`src/rtl/upc_pkg.sv`:
```
// Shared types, header offsets and ones-complement helpers for the
// UDP pseudoheader checksum block. No dependencies.
package upc_pkg;

    // One packet byte with its side information
    typedef struct packed {
        logic [7:0] data_byte;
        logic [7:0] ip_offset;
        logic       is_ipv6;
        logic       last_byte;
    } t_item;

    // Result of one packet
    typedef struct packed {
        logic [15:0] udp_checksum;
        logic        truncated;
    } t_result;

    // Offsets inside the IP header, relative to its first byte
    localparam logic [15:0] REL_IP_FIRST     = 16'd0;
    localparam logic [15:0] V4_TOTLEN_HI     = 16'd2;
    localparam logic [15:0] V4_TOTLEN_LO     = 16'd3;
    localparam logic [15:0] V4_PROTOCOL      = 16'd9;
    localparam logic [15:0] V4_ADDR_FIRST    = 16'd12;
    localparam logic [15:0] V4_ADDR_LAST     = 16'd19;
    localparam logic [15:0] V6_PLEN_HI       = 16'd4;
    localparam logic [15:0] V6_PLEN_LO       = 16'd5;
    localparam logic [15:0] V6_NEXT_HDR      = 16'd6;
    localparam logic [15:0] V6_ADDR_FIRST    = 16'd8;
    localparam logic [15:0] V6_ADDR_LAST     = 16'd39;
    localparam logic [5:0]  IPV6_HDR_BYTES   = 6'd40;

    // Offsets inside the UDP header
    localparam logic [15:0] UDP_SPORT_HI     = 16'd0;
    localparam logic [15:0] UDP_SPORT_LO     = 16'd1;
    localparam logic [15:0] UDP_DPORT_HI     = 16'd2;
    localparam logic [15:0] UDP_DPORT_LO     = 16'd3;
    localparam logic [15:0] UDP_LEN_HI       = 16'd4;
    localparam logic [15:0] UDP_LEN_LO       = 16'd5;
    localparam logic [15:0] UDP_HDR_BYTES    = 16'd6;
    localparam logic [15:0] UDP_DATA_FIRST   = 16'd8;

    localparam logic [15:0] COUNT_MAX        = 16'hFFFF;

    // Byte placed in its 16-bit word: even position is the high half
    function automatic logic [15:0] byte_word(input logic odd_pos, input logic [7:0] b);
        byte_word = odd_pos ? {8'h00, b} : {b, 8'h00};
    endfunction

    // End-around carry fold of a sum of up to eight 16-bit words
    function automatic logic [15:0] fold19(input logic [18:0] s);
        logic [16:0] t1;
        logic [16:0] t2;
        t1 = {14'd0, s[18:16]} + {1'b0, s[15:0]};
        t2 = {16'd0, t1[16]} + {1'b0, t1[15:0]};
        fold19 = t2[15:0];
    endfunction

endpackage

```
`src/rtl/udp_pseudoheader_checksum_unit.sv`:
```
// Top level of the UDP pseudoheader checksum block: input and result
// registers with valid/stall handshakes. Depends on upc_pkg and upc_core.
//
// Usage:
//   Input channel (i_valid / o_stall): one packet byte per transfer, with
//   i_ip_offset and i_is_ipv6 held for the packet and i_last_byte on the
//   final byte. Bytes before the IP offset are skipped.
//   Output channel (o_valid / i_stall): one transfer per packet, on its
//   last byte: o_udp_checksum is the inverted folded ones-complement sum
//   over the pseudoheader, UDP header (checksum field as zero) and UDP
//   payload; o_truncated flags a packet that ended before its UDP length or
//   before its UDP length field. A truncated packet reports checksum zero.
// Path: a transferred byte waits in the input register and is processed as
//   it advances; for a last byte the result is captured in the result
//   register at that step.
// Throughput: one byte per cycle unless the input is stalled, with all
//   words of a byte summed in one add in the core; the result register lets
//   the next packet start while a result waits.
// Stall: a stalled result holds; a last byte waiting behind it stalls the
//   input, other bytes keep flowing.
// Reset: synchronous, active low; clears the valid flags of both
//   registers and all packet state.
module udp_pseudoheader_checksum_unit (
    input  logic        i_clk,
    input  logic        i_rst_n,
    input  logic        i_valid,
    output logic        o_stall,
    input  logic [7:0]  i_data_byte,
    input  logic [7:0]  i_ip_offset,
    input  logic        i_is_ipv6,
    input  logic        i_last_byte,
    output logic        o_valid,
    input  logic        i_stall,
    output logic [15:0] o_udp_checksum,
    output logic        o_truncated
);
    import upc_pkg::*;

    logic    r_in_valid;
    t_item   r_in;
    logic    r_out_valid;
    t_result r_out;
    t_result core_result;
    logic    advance;
    logic    in_take;

    // A byte moves on unless it is a last byte and the result slot is blocked
    assign advance = r_in_valid && (!r_in.last_byte || !r_out_valid || !i_stall);
    assign o_stall = r_in_valid && !advance;
    assign in_take = i_valid && !o_stall;

    // Input register
    always_ff @(posedge i_clk) begin
        if (!i_rst_n) begin
            r_in_valid <= 1'b0;
        end else if (in_take) begin
            r_in_valid <= 1'b1;
        end else if (advance) begin
            r_in_valid <= 1'b0;
        end
    end

    always_ff @(posedge i_clk) begin
        if (in_take) begin
            r_in.data_byte <= i_data_byte;
            r_in.ip_offset <= i_ip_offset;
            r_in.is_ipv6   <= i_is_ipv6;
            r_in.last_byte <= i_last_byte;
        end
    end

    upc_core u_core (
        .i_clk    (i_clk),
        .i_rst_n  (i_rst_n),
        .i_step   (advance),
        .i_item   (r_in),
        .o_result (core_result)
    );

    // Result register
    always_ff @(posedge i_clk) begin
        if (!i_rst_n) begin
            r_out_valid <= 1'b0;
        end else if (advance && r_in.last_byte) begin
            r_out_valid <= 1'b1;
        end else if (!i_stall) begin
            r_out_valid <= 1'b0;
        end
    end

    always_ff @(posedge i_clk) begin
        if (advance && r_in.last_byte) begin
            r_out <= core_result;
        end
    end

    assign o_valid        = r_out_valid;
    assign o_udp_checksum = r_out.udp_checksum;
    assign o_truncated    = r_out.truncated;

    a_last_gives_result: assert property (@(posedge i_clk) disable iff (!i_rst_n)
        advance && r_in.last_byte |=> r_out_valid)
        else $error("last byte processed without a result");

    a_held_byte: assert property (@(posedge i_clk) disable iff (!i_rst_n)
        r_in_valid && !advance |=> r_in_valid && $stable(r_in))
        else $error("held input byte lost or changed");

    a_trunc_zero: assert property (@(posedge i_clk) disable iff (!i_rst_n)
        r_out_valid && r_out.truncated |-> r_out.udp_checksum == 16'h0000)
        else $error("truncated packet with nonzero checksum");

endmodule

```
`src/rtl/upc_core.sv`:
```
// Per-packet state and one-byte checksum step for the UDP pseudoheader
// checksum block. Depends on upc_pkg.
module upc_core (
    input  logic            i_clk,
    input  logic            i_rst_n,
    input  logic            i_step,
    input  upc_pkg::t_item  i_item,
    output upc_pkg::t_result o_result
);
    import upc_pkg::*;

    logic [15:0] r_byte_index, n_byte_index;
    logic [15:0] r_sum, n_sum;
    logic [5:0]  r_ihb, n_ihb;
    logic [15:0] r_ulen, n_ulen;
    logic [15:0] r_iplen, n_iplen;
    logic [15:0] r_ubs, n_ubs;
    logic [31:0] r_head, n_head;

    logic        idx_sat;
    logic        active;
    logic [15:0] rel;
    logic [15:0] ip_word;
    logic [15:0] iplen_full;
    logic        udp_take;
    logic [15:0] ulen_new;
    logic [15:0] u0_word, u1_word, u2_word;
    logic [18:0] sum_wide;
    logic [7:0]  b;
    logic        trunc;

    assign b          = i_item.data_byte;
    assign idx_sat    = (r_byte_index == COUNT_MAX);
    assign active     = !idx_sat && (r_byte_index >= {8'h00, i_item.ip_offset});
    assign rel        = r_byte_index - {8'h00, i_item.ip_offset};
    assign iplen_full = {r_iplen[15:8], b};
    assign ulen_new   = {r_ulen[15:8], b};

    // IP header: pseudoheader fields and header length
    always_comb begin
        n_ihb   = r_ihb;
        n_iplen = r_iplen;
        ip_word = 16'h0000;
        if (active) begin
            if (i_item.is_ipv6) begin
                if (rel == REL_IP_FIRST) n_ihb = IPV6_HDR_BYTES;
                if (rel == V6_PLEN_HI) n_iplen = {b, 8'h00};
                if (rel == V6_PLEN_LO) begin
                    n_iplen = iplen_full;
                    ip_word = iplen_full;
                end
                if (rel == V6_NEXT_HDR) ip_word = {8'h00, b};
                if (rel >= V6_ADDR_FIRST && rel <= V6_ADDR_LAST) ip_word = byte_word(rel[0], b);
            end else begin
                if (rel == REL_IP_FIRST) n_ihb = {b[3:0], 2'b00};
                if (rel == V4_TOTLEN_HI) n_iplen = {b, 8'h00};
                if (rel == V4_TOTLEN_LO) begin
                    n_iplen = iplen_full;
                    ip_word = iplen_full - {10'd0, r_ihb};
                end
                if (rel == V4_PROTOCOL) ip_word = {8'h00, b};
                if (rel >= V4_ADDR_FIRST && rel <= V4_ADDR_LAST) ip_word = byte_word(rel[0], b);
            end
        end
    end

    // UDP header and payload; header words go in once the length is known
    assign udp_take = active && (rel >= {10'd0, n_ihb});

    always_comb begin
        n_ulen  = r_ulen;
        n_head  = r_head;
        n_ubs   = r_ubs;
        u0_word = 16'h0000;
        u1_word = 16'h0000;
        u2_word = 16'h0000;
        if (udp_take) begin
            if (r_ubs < UDP_LEN_HI) begin
                case (r_ubs[1:0])
                    2'd0:    n_head[31:24] = b;
                    2'd1:    n_head[23:16] = b;
                    2'd2:    n_head[15:8]  = b;
                    default: n_head[7:0]   = b;
                endcase
            end else if (r_ubs == UDP_LEN_HI) begin
                n_ulen = {b, 8'h00};
            end else if (r_ubs == UDP_LEN_LO) begin
                n_ulen  = ulen_new;
                u0_word = {(ulen_new > UDP_SPORT_HI) ? r_head[31:24] : 8'h00,
                           (ulen_new > UDP_SPORT_LO) ? r_head[23:16] : 8'h00};
                u1_word = {(ulen_new > UDP_DPORT_HI) ? r_head[15:8] : 8'h00,
                           (ulen_new > UDP_DPORT_LO) ? r_head[7:0] : 8'h00};
                u2_word = {(ulen_new > UDP_LEN_HI) ? r_ulen[15:8] : 8'h00,
                           (ulen_new > UDP_LEN_LO) ? b : 8'h00};
            end else if (r_ubs >= UDP_DATA_FIRST && r_ubs < r_ulen) begin
                u0_word = byte_word(r_ubs[0], b);
            end
            if (r_ubs != COUNT_MAX) n_ubs = r_ubs + 16'd1;
        end
    end

    // Accumulate all words of this byte in one add, then fold
    assign sum_wide = {3'b000, r_sum} + {3'b000, ip_word} + {3'b000, u0_word}
                    + {3'b000, u1_word} + {3'b000, u2_word};
    assign n_sum        = fold19(sum_wide);
    assign n_byte_index = idx_sat ? r_byte_index : r_byte_index + 16'd1;

    // Result as of the state after this byte
    assign trunc                 = (n_ubs < UDP_HDR_BYTES) || (n_ubs < n_ulen);
    assign o_result.truncated    = trunc;
    assign o_result.udp_checksum = trunc ? 16'h0000 : ~n_sum;

    // Packet state; cleared after the last byte
    always_ff @(posedge i_clk) begin
        if (!i_rst_n || (i_step && i_item.last_byte)) begin
            r_byte_index <= '0;
            r_sum        <= '0;
            r_ihb        <= '0;
            r_ulen       <= '0;
            r_iplen      <= '0;
            r_ubs        <= '0;
            r_head       <= '0;
        end else if (i_step) begin
            r_byte_index <= n_byte_index;
            r_sum        <= n_sum;
            r_ihb        <= n_ihb;
            r_ulen       <= n_ulen;
            r_iplen      <= n_iplen;
            r_ubs        <= n_ubs;
            r_head       <= n_head;
        end
    end

    a_clear_after_last: assert property (@(posedge i_clk) disable iff (!i_rst_n)
        i_step && i_item.last_byte |=> r_byte_index == '0 && r_sum == '0 && r_ubs == '0)
        else $error("packet state not cleared after last byte");

    a_fresh_packet: assert property (@(posedge i_clk) disable iff (!i_rst_n)
        r_byte_index == '0 |-> r_ubs == '0 && r_sum == '0 && r_ulen == '0)
        else $error("UDP state present before any byte of the packet");

    a_sum_holds: assert property (@(posedge i_clk) disable iff (!i_rst_n)
        !i_step |=> $stable(r_sum) && $stable(r_byte_index))
        else $error("sum changed without a byte step");

endmodule
```
`config.mk`:
```
export PLATFORM = sky130hd
export DESIGN_NAME = udp_pseudoheader_checksum_unit
export DESIGN_NICKNAME = d
export VERILOG_FILES = /design/src/rtl/upc_pkg.sv /design/src/rtl/udp_pseudoheader_checksum_unit.sv /design/src/rtl/upc_core.sv
export SDC_FILE = /design/constraint.sdc
export NUM_CORES = 1
export LEC_CHECK = 0
export BUFFER_PORTS_ARGS = -buffer_cell sky130_fd_sc_hd__clkbuf_2
export CORE_MARGIN = 4
export CORE_UTILIZATION = 45
export CTS_CLUSTER_SIZE = 14
export DETAILED_ROUTE_END_ITERATION = 16
export SETUP_SLACK_MARGIN = 0.2
export SLEW_MARGIN = 0
export SYNTH_ARGS = -nofsm -noshare
export SYNTH_HDL_FRONTEND = slang
export SYNTH_HIERARCHICAL = 1
export SYNTH_SLANG_ARGS = --single-unit
```
`constraint.sdc`:
```
create_clock -name i_clk -period 13 [get_ports i_clk]
set_input_delay 1.3 -clock i_clk [delete_from_list [all_inputs] [get_ports i_clk]]
set_output_delay 1.3 -clock i_clk [all_outputs]
set_load 0.01 [all_outputs]
```
==> results of run 1 <==
## synth_stat cells, drive strengths merged, types with 4 or more instances
| library cell | n | area [sq um] |
|---|---|---|
| mux2i | 30 | 300.3 |
| xor2 | 36 | 315.3 |
| nor2b | 16 | 100.1 |
| edfxtp | 35 | 1051 |
| o21a | 21 | 165.1 |
| or2 | 10 | 62.56 |
| a31oi | 10 | 62.56 |
| o31ai | 4 | 30.03 |
| a2111oi | 6 | 77.57 |
| fa | 50 | 1001 |
| nand2 | 122 | 474.2 |
| a22oi | 18 | 135.1 |
| o21ai | 50 | 250.2 |
| and2 | 30 | 187.7 |
| inv | 144 | 540.5 |
| a2bb2oi | 5 | 43.79 |
| or3 | 13 | 81.33 |
| a21boi | 10 | 75.07 |
| nand2b | 14 | 87.58 |
| and4 | 8 | 72.57 |
| nor4 | 21 | 173.9 |
| ha | 81 | 1013 |
| nor2 | 135 | 514.2 |
| nor3 | 27 | 155.2 |
| clkbuf | 61 | 229.0 |
| or4 | 7 | 60.06 |
| nand4 | 17 | 106.4 |
| and3 | 22 | 137.6 |
| nand3 | 70 | 350.3 |
| dfxtp | 112 | 2242 |
| a21oi | 98 | 490.5 |
| o21bai | 5 | 37.54 |
| nor4b | 6 | 52.55 |
| a221oi | 6 | 58.80 |
| o31a | 4 | 35.03 |
| a211oi | 32 | 260.3 |
| o211ai | 7 | 57.55 |
| buf | 16 | 103.9 |
| a21o | 16 | 120.1 |
| xnor2 | 40 | 350.3 |
| nor3b | 5 | 37.54 |
## kinds of logic (layout without fill, tap and decap cells)
group,count (synthesis),after routing,share of synthesized area (%)
compound gates,319,319,17.75
xor+xnor,76,76,5.519
fa+ha+maj,131,131,16.70
buf+inv,222,278,7.273
flops,147,147,27.31
mux,31,31,2.583
simple gates,534,534,22.87
## worst max-delay path, delay by kind of cell, from the launching register on
kind                     cells  cell delay [ns]
AO/OA/AOI/OAI               15             2.59
XOR/XNOR                     2             0.27
adder cells (fa/ha/maj)     10             3.24
buffers and inverters        3             0.16
flip-flops                   1             0.41
multiplexers                 1             0.29
AND/OR/NAND/NOR             23             5.06
## timing repair
action	CTS	global route
setup endpoints to repair	6	28
pin swaps	2	31
buffers inserted	4	14
resized for setup	6	47
## cell usage in the layout (no fill, tap or decap), types with 16 or more instances in the layout
cell type	n
clkbuf_2	40
ha_1	78
nand2_1	119
o21ai_0	46
nand4_1	17
xnor2_1	39
buf_4	59
and2_1	30
o21a_1	20
mux2i_1	28
dfxtp_1	110
nor2_1	134
xor2_1	35
edfxtp_1	35
a21o_1	16
a21oi_1	92
inv_1	144
nand3_1	67
and3_1	22
a211oi_1	26
clkbuf_16	17
fa_1	47
nor3_1	21
nor4_1	16
## final cells by class
class | count | area (sq um) | share of cell area [%]
tap | 335 | 419.2 | 3.058
sequential | 147 | 3296 | 24.04
timing repair buffer | 101 | 665.6 | 4.856
clock inverter | 15 | 191.4 | 1.397
inverter | 145 | 544.3 | 3.970
multi-input combinational | 1091 | 8167 | 59.57
clock buffer | 17 | 425.4 | 3.103
## through the flow
step	setup TNS (ns)	setup slack [ns]	area, sq um	std cells	hold WS (ns)
detailed placement	0	0.07072	12720	1801	0.4420
global placement	0	0.3713	12720	1801	0.4391
CTS	0	0.2212	13400	1837	0.4522
finish	0	0.7680	13710	1851	0.4503
floorplan	0	0.2586	12070	1460	0.4315
global route	-0.002243	-0.002243	13710	1851	0.4683
## per-layer routing
layer	vias to the layer above	wire [um]	GRT usage (%)
met5	-	0	0
met4	0	697	6.338
met3	38	1393	3.057
met2	263	15600	37.05
met1	5145	15470	32.20
li1	5190	-	-
## report_power, final
| part | internal [uW] | leakage (uW) | switching, uW |
|---|---|---|---|
| clock | 262 | 0.000298 | 245 |
| combinational | 28.8 | 0.00409 | 55.7 |
| sequential | 473 | 0.00124 | 3.12 |
| total | 764 | 0.00563 | 304 |
## sequential cells by signal, indices dropped and copies added (netlist names)
signal,count
u_core/r_head,32
r_in,18
o_udp_checksum,16
u_core/r_byte_index,16
u_core/r_sum,16
u_core/r_ubs,16
u_core/r_ulen,16
u_core/r_iplen,8
u_core/r_ihb,6
o_truncated,1
o_valid,1
r_in_valid,1
## final timing paths
path                   endpoint  slack, ns  cells after the start
max          o_udp_checksum[14]       0.77                     54
min            u_core/r_head[0]       0.45                      2
max reg2reg  o_udp_checksum[14]       0.77                     54
min reg2reg    u_core/r_head[0]       0.45                      2
==> impl_results.md, run 1 <==
* Gr usage total at 22.89%
* Synth-to-layout area growth at 13.66%
* Critical path data arrival time at 12.49 ns
* Via-per-instance ratio at approximately 5.7
* Netlist cell types at 86
* Gate Count Post-Synth at 1,460
* Max FO, Critical Path at 8
* Flops & latches, synth at around 150
* Post-Syn Area at 12,060 sq um
* Routed via count at about 11,000
* Startpoint types: register
* Die footprint at 29,480 sq um
* Final period util at 94.09%
* CP required at 13.26 ns
* CTS tree: built
* Largest net degree at the start of global routing at 77
* NumNets Final at 1,656
* DRC viols at 0
* Final Power at about 1100 uW
* Leakage Power at 0.005626 uW
* 1st-pass router iterations at 5
* Dpl hpwl at 24,630 um
* Ys async rst share at 0%
* Max-slew headroom at 20.44%
* Antenna diodes at 0
* Hold violation count in the final report at 0
* Worst-path clk slew at 0.08 ns
* Post-synthesis average cell area at 8.260 sq um
* CP Class: register to register
* Yosys warns at 6
* Fill cells at 2,493
* I/O pin count at 41
* Antenna Violating Nets Remaining at 0
* Slowest Stage Delay on Critical Path at 0.53 ns
* CTS buffer count at 17
* Post-layout util at 52.31%
* Status: finished clean
* CTS root buf: clkbuf_16
* Total Wirelength at approximately 33,000 um
* Worst reg2reg path startpoint: r_in[2]
* Vias in the first global route at 10,040
* Final setup fails at 0
* Most frequently used flop master after synthesis: dfxtp_1
* Worst-Margin Slew at 1.184 ns
* CP endpoint kind: register
* GP Congestion at 0.9161
* Core Footprint at 26,210 sq um
* Post-Syn Nets at about 1,600
* Share of layout cells above drive strength 1 at 14.25%
* Antenna violations before repair at 1
* Slew Limit Fails at 0
* Post-synth EDFFs at 35
* H-tree Lvls at 4
* Hold Crit Start: u_core/r_head[0]
* Max Clk Rate at 0.08175 GHz
* CTS max path bufs at 2
* Die Wd at approximately 170 um
* Post-DR wirelength/cell at 17.91 um
* First-pass GRT wire length at 53,840 um
* Clk sinks at around 150
* Fin crit period at 12.23 ns
* Slowest CP cell: fa_1
* Crit path from: r_in[2]
* Min-Delay Path Class: register to register
* Starting density of the core at 46.02%
* Die height at 171.7 um
* Iteration-0 DRC Markers at 770
* Critical Path Most Common Cell: ha_1
* Rows at 59
* Pwr dens at just under 80 nW/um^2
* Worst clock skew at roughly 0.015 ns
* Clock Latency Late Sink at 0.44 ns
* Max_cap viols at 0
* Sequential share of the synthesized area at 27.31%
* Maximum VDD drop at 0.00007623 V
* Number of hold buffers added after cts at 0
* Remaining Overflow, GRT at 0
* Buffers on Ports at 40
(Power assumes the default switching activity.)
==> inputs of run 2 (changes only) <==
==> constraint.sdc (replaced) <==
create_clock -name i_clk -period 13.8 [get_ports i_clk]
set_input_delay 1.38 -clock i_clk [delete_from_list [all_inputs] [get_ports i_clk]]
set_output_delay 1.38 -clock i_clk [all_outputs]
set_load 0.01 [all_outputs]
==> impl_results.md, run 2 (synthesis gave the netlist of run 1 again) <==
* Commonest non-fill, non-tap cell in the layout: inv_1
* Max FO, Critical Path at 8
* Number of hold buffers added after cts at 0
* Max-slew headroom at 17.32%
* Die Wd at 171.7 um
* Antenna diodes at 0
* Antenna Violating Nets Remaining at 0
* Dpl hpwl at 24,970 um
* First-pass GRT wire length at 53,310 um
* Most flops, register: u_core/r_head
* Startpoint types: register
* Sw Pwr at 288.2 uW
* Maximum VDD drop at ~0.000073 V
* CP Class: register to register
* 1st-pass router iterations at 5
* Core Footprint at 26,210 sq um
* NumNets Final at 1,629
* Worst clock skew at 0.01968 ns
* Final period util at 91.81%
* Clk sinks at 147
* Status: finished clean
* Max_cap viols at 0
* Clock Latency Late Sink at 0.44 ns
* Flop pwr share at ~45%
* Hold path cells at 2
* GP Congestion at 0.8916
* CTS tree: built
* Leakage Power at around 0.0055 uW
* Commonest cells after routing, fill and taps aside: inv_1 (144), nor2_1 (134), nand2_1 (119)
* Gate power share at 7.6%
* Worst-path clk slew at 0.08 ns
* Die footprint at 29,480 sq um
* Pwr dens at 74.92 nW/um^2
* Via-per-instance ratio at 5.705
* Worst-Margin Slew at 1.230 ns
* Buffers on Ports at 40
* Fill cells at 2,503
* Antenna violations before repair at 0
* P_int at 716.5 uW
* CP endpoint kind: register
* Post-layout util at 51.17%
* Max reg flops at 32
* Clock share of power at 47.7%
* Final Power at between 1000 and 1500 uW
* Vias in the first global route at 9,980
* Non-Filler Instances at 1,824
* Max Clk Rate at 0.07893 GHz
* Rows at just under 60
* Gr usage total at 22.70%
* Reg2reg path depth at 55
* DRC viols at 0
* Routed via count at roughly 10,000
* Min-Delay Path Class: register to register
* Iteration-0 DRC Markers at 690
* CTS max path bufs at 2
* Fin crit period at roughly 13 ns
* Post-DR wirelength/cell at 18.23 um
* Starting density of the core at 46.02%
* Die height at between 150 and 200 um
* Slew Limit Fails at 0
* Remaining Overflow, GRT at 0
* CTS buffer count at 17
* Cell family with the largest share of critical-path delay: simple AND/OR/NAND/NOR gates
* Largest net degree at the start of global routing at just over 80
* RSZ-0062 raised after global routing: no
* Hold violation count in the final report at 0
* Slowest CP cell: a211oi_1
* I/O pin count at 41
* Critical Path Most Common Cell: ha_1
* CP bufs+invs at 6
* Synth-to-layout area growth at 11.19%
* Slowest Stage Delay on Critical Path at 0.67 ns
* DP Cell Count at 1,782
* CTS root buf: clkbuf_16
* Final setup fails at 0
* Critical path data arrival time at 12.85 ns
* H-tree Lvls at 4
* Number of cells on the critical path at 55
* Net Sw Frac at between 20% and 30%
* Total Wirelength at approximately 33,000 um
* Share of layout cells above drive strength 1 at a little under an eighth
* Biggest regs: u_core/r_head: 32 flops, r_in: 18 flops
* CP required at 13.98 ns
run 2: timing repair:
action | in CTS | in global routing
endpoints found under the hold margin | 0 | 0
pin swaps | 1 | 10
resized for setup | 5 | 26
setup buffers | 1 | 9
setup endpoints to repair | 10 | 24
run 2: layout make-up:
class | count | area [sq um] | share of cell area (%)
multi-input cells | 1091 | 8087 | 60.30
flip-flops and latches | 147 | 3293 | 24.56
inverters | 145 | 544.3 | 4.059
clock buffers | 17 | 425.4 | 3.172
clock inverters | 15 | 186.4 | 1.390
well taps | 335 | 419.2 | 3.126
repair buffers | 74 | 455.4 | 3.396
run 2: layer usage:
metal | GRT usage, % | part of all wire, % | wire, um
met1 | 30.72 | 46 | 15350
met2 | 37.12 | 46 | 15310
met3 | 3.838 | 4.8 | 1604
met4 | 7.234 | 3.0 | 986
met5 | 0 | 0 | 0
run 2: stage by stage:
step | setup TNS (ns) | hold WS (ns) | worst slack (ns) | instance area [sq um]
after floorplan | 0 | 0.4315 | 0.9539 | 12060
after global placement | 0 | 0.4394 | 0.4380 | 12570
after detailed placement | -0.07438 | 0.4418 | -0.05401 | 12570
after CTS | 0 | 0.4523 | 0.2650 | 13210
after global routing | 0 | 0.4720 | 0.1734 | 13410
final | 0 | 0.4549 | 1.130 | 13410
run 2: worst min-delay path, delay by kind of cell (launching register included):
| family | cells | cell delay [ns] |
|---|---|---|
| compound gates | 1 | 0.05 |
| flops | 1 | 0.31 |
| simple gates | 1 | 0.05 |
run 2: power groups by stage:
stage / clock [uW] / combinational (uW) / sequential, uW
5_1_grt: 509 / 85.0 / 449
2_1_floorplan: 0 / 49.2 / 459
3_3_place_gp: 0 / 74.8 / 458
4_1_cts: 492 / 75.8 / 448
3_5_place_dp: 0 / 75.4 / 458
6_report: 480 / 76.8 / 448
run 2: worst paths after layout:
kind	startpoint	end	slack, ns
max reg2reg	u_core/r_byte_index[7]	o_udp_checksum[14]	1.13
max	u_core/r_byte_index[7]	o_udp_checksum[14]	1.13
min reg2reg	u_core/r_head[14]	u_core/r_head[14]	0.45
min	u_core/r_head[14]	u_core/r_head[14]	0.45
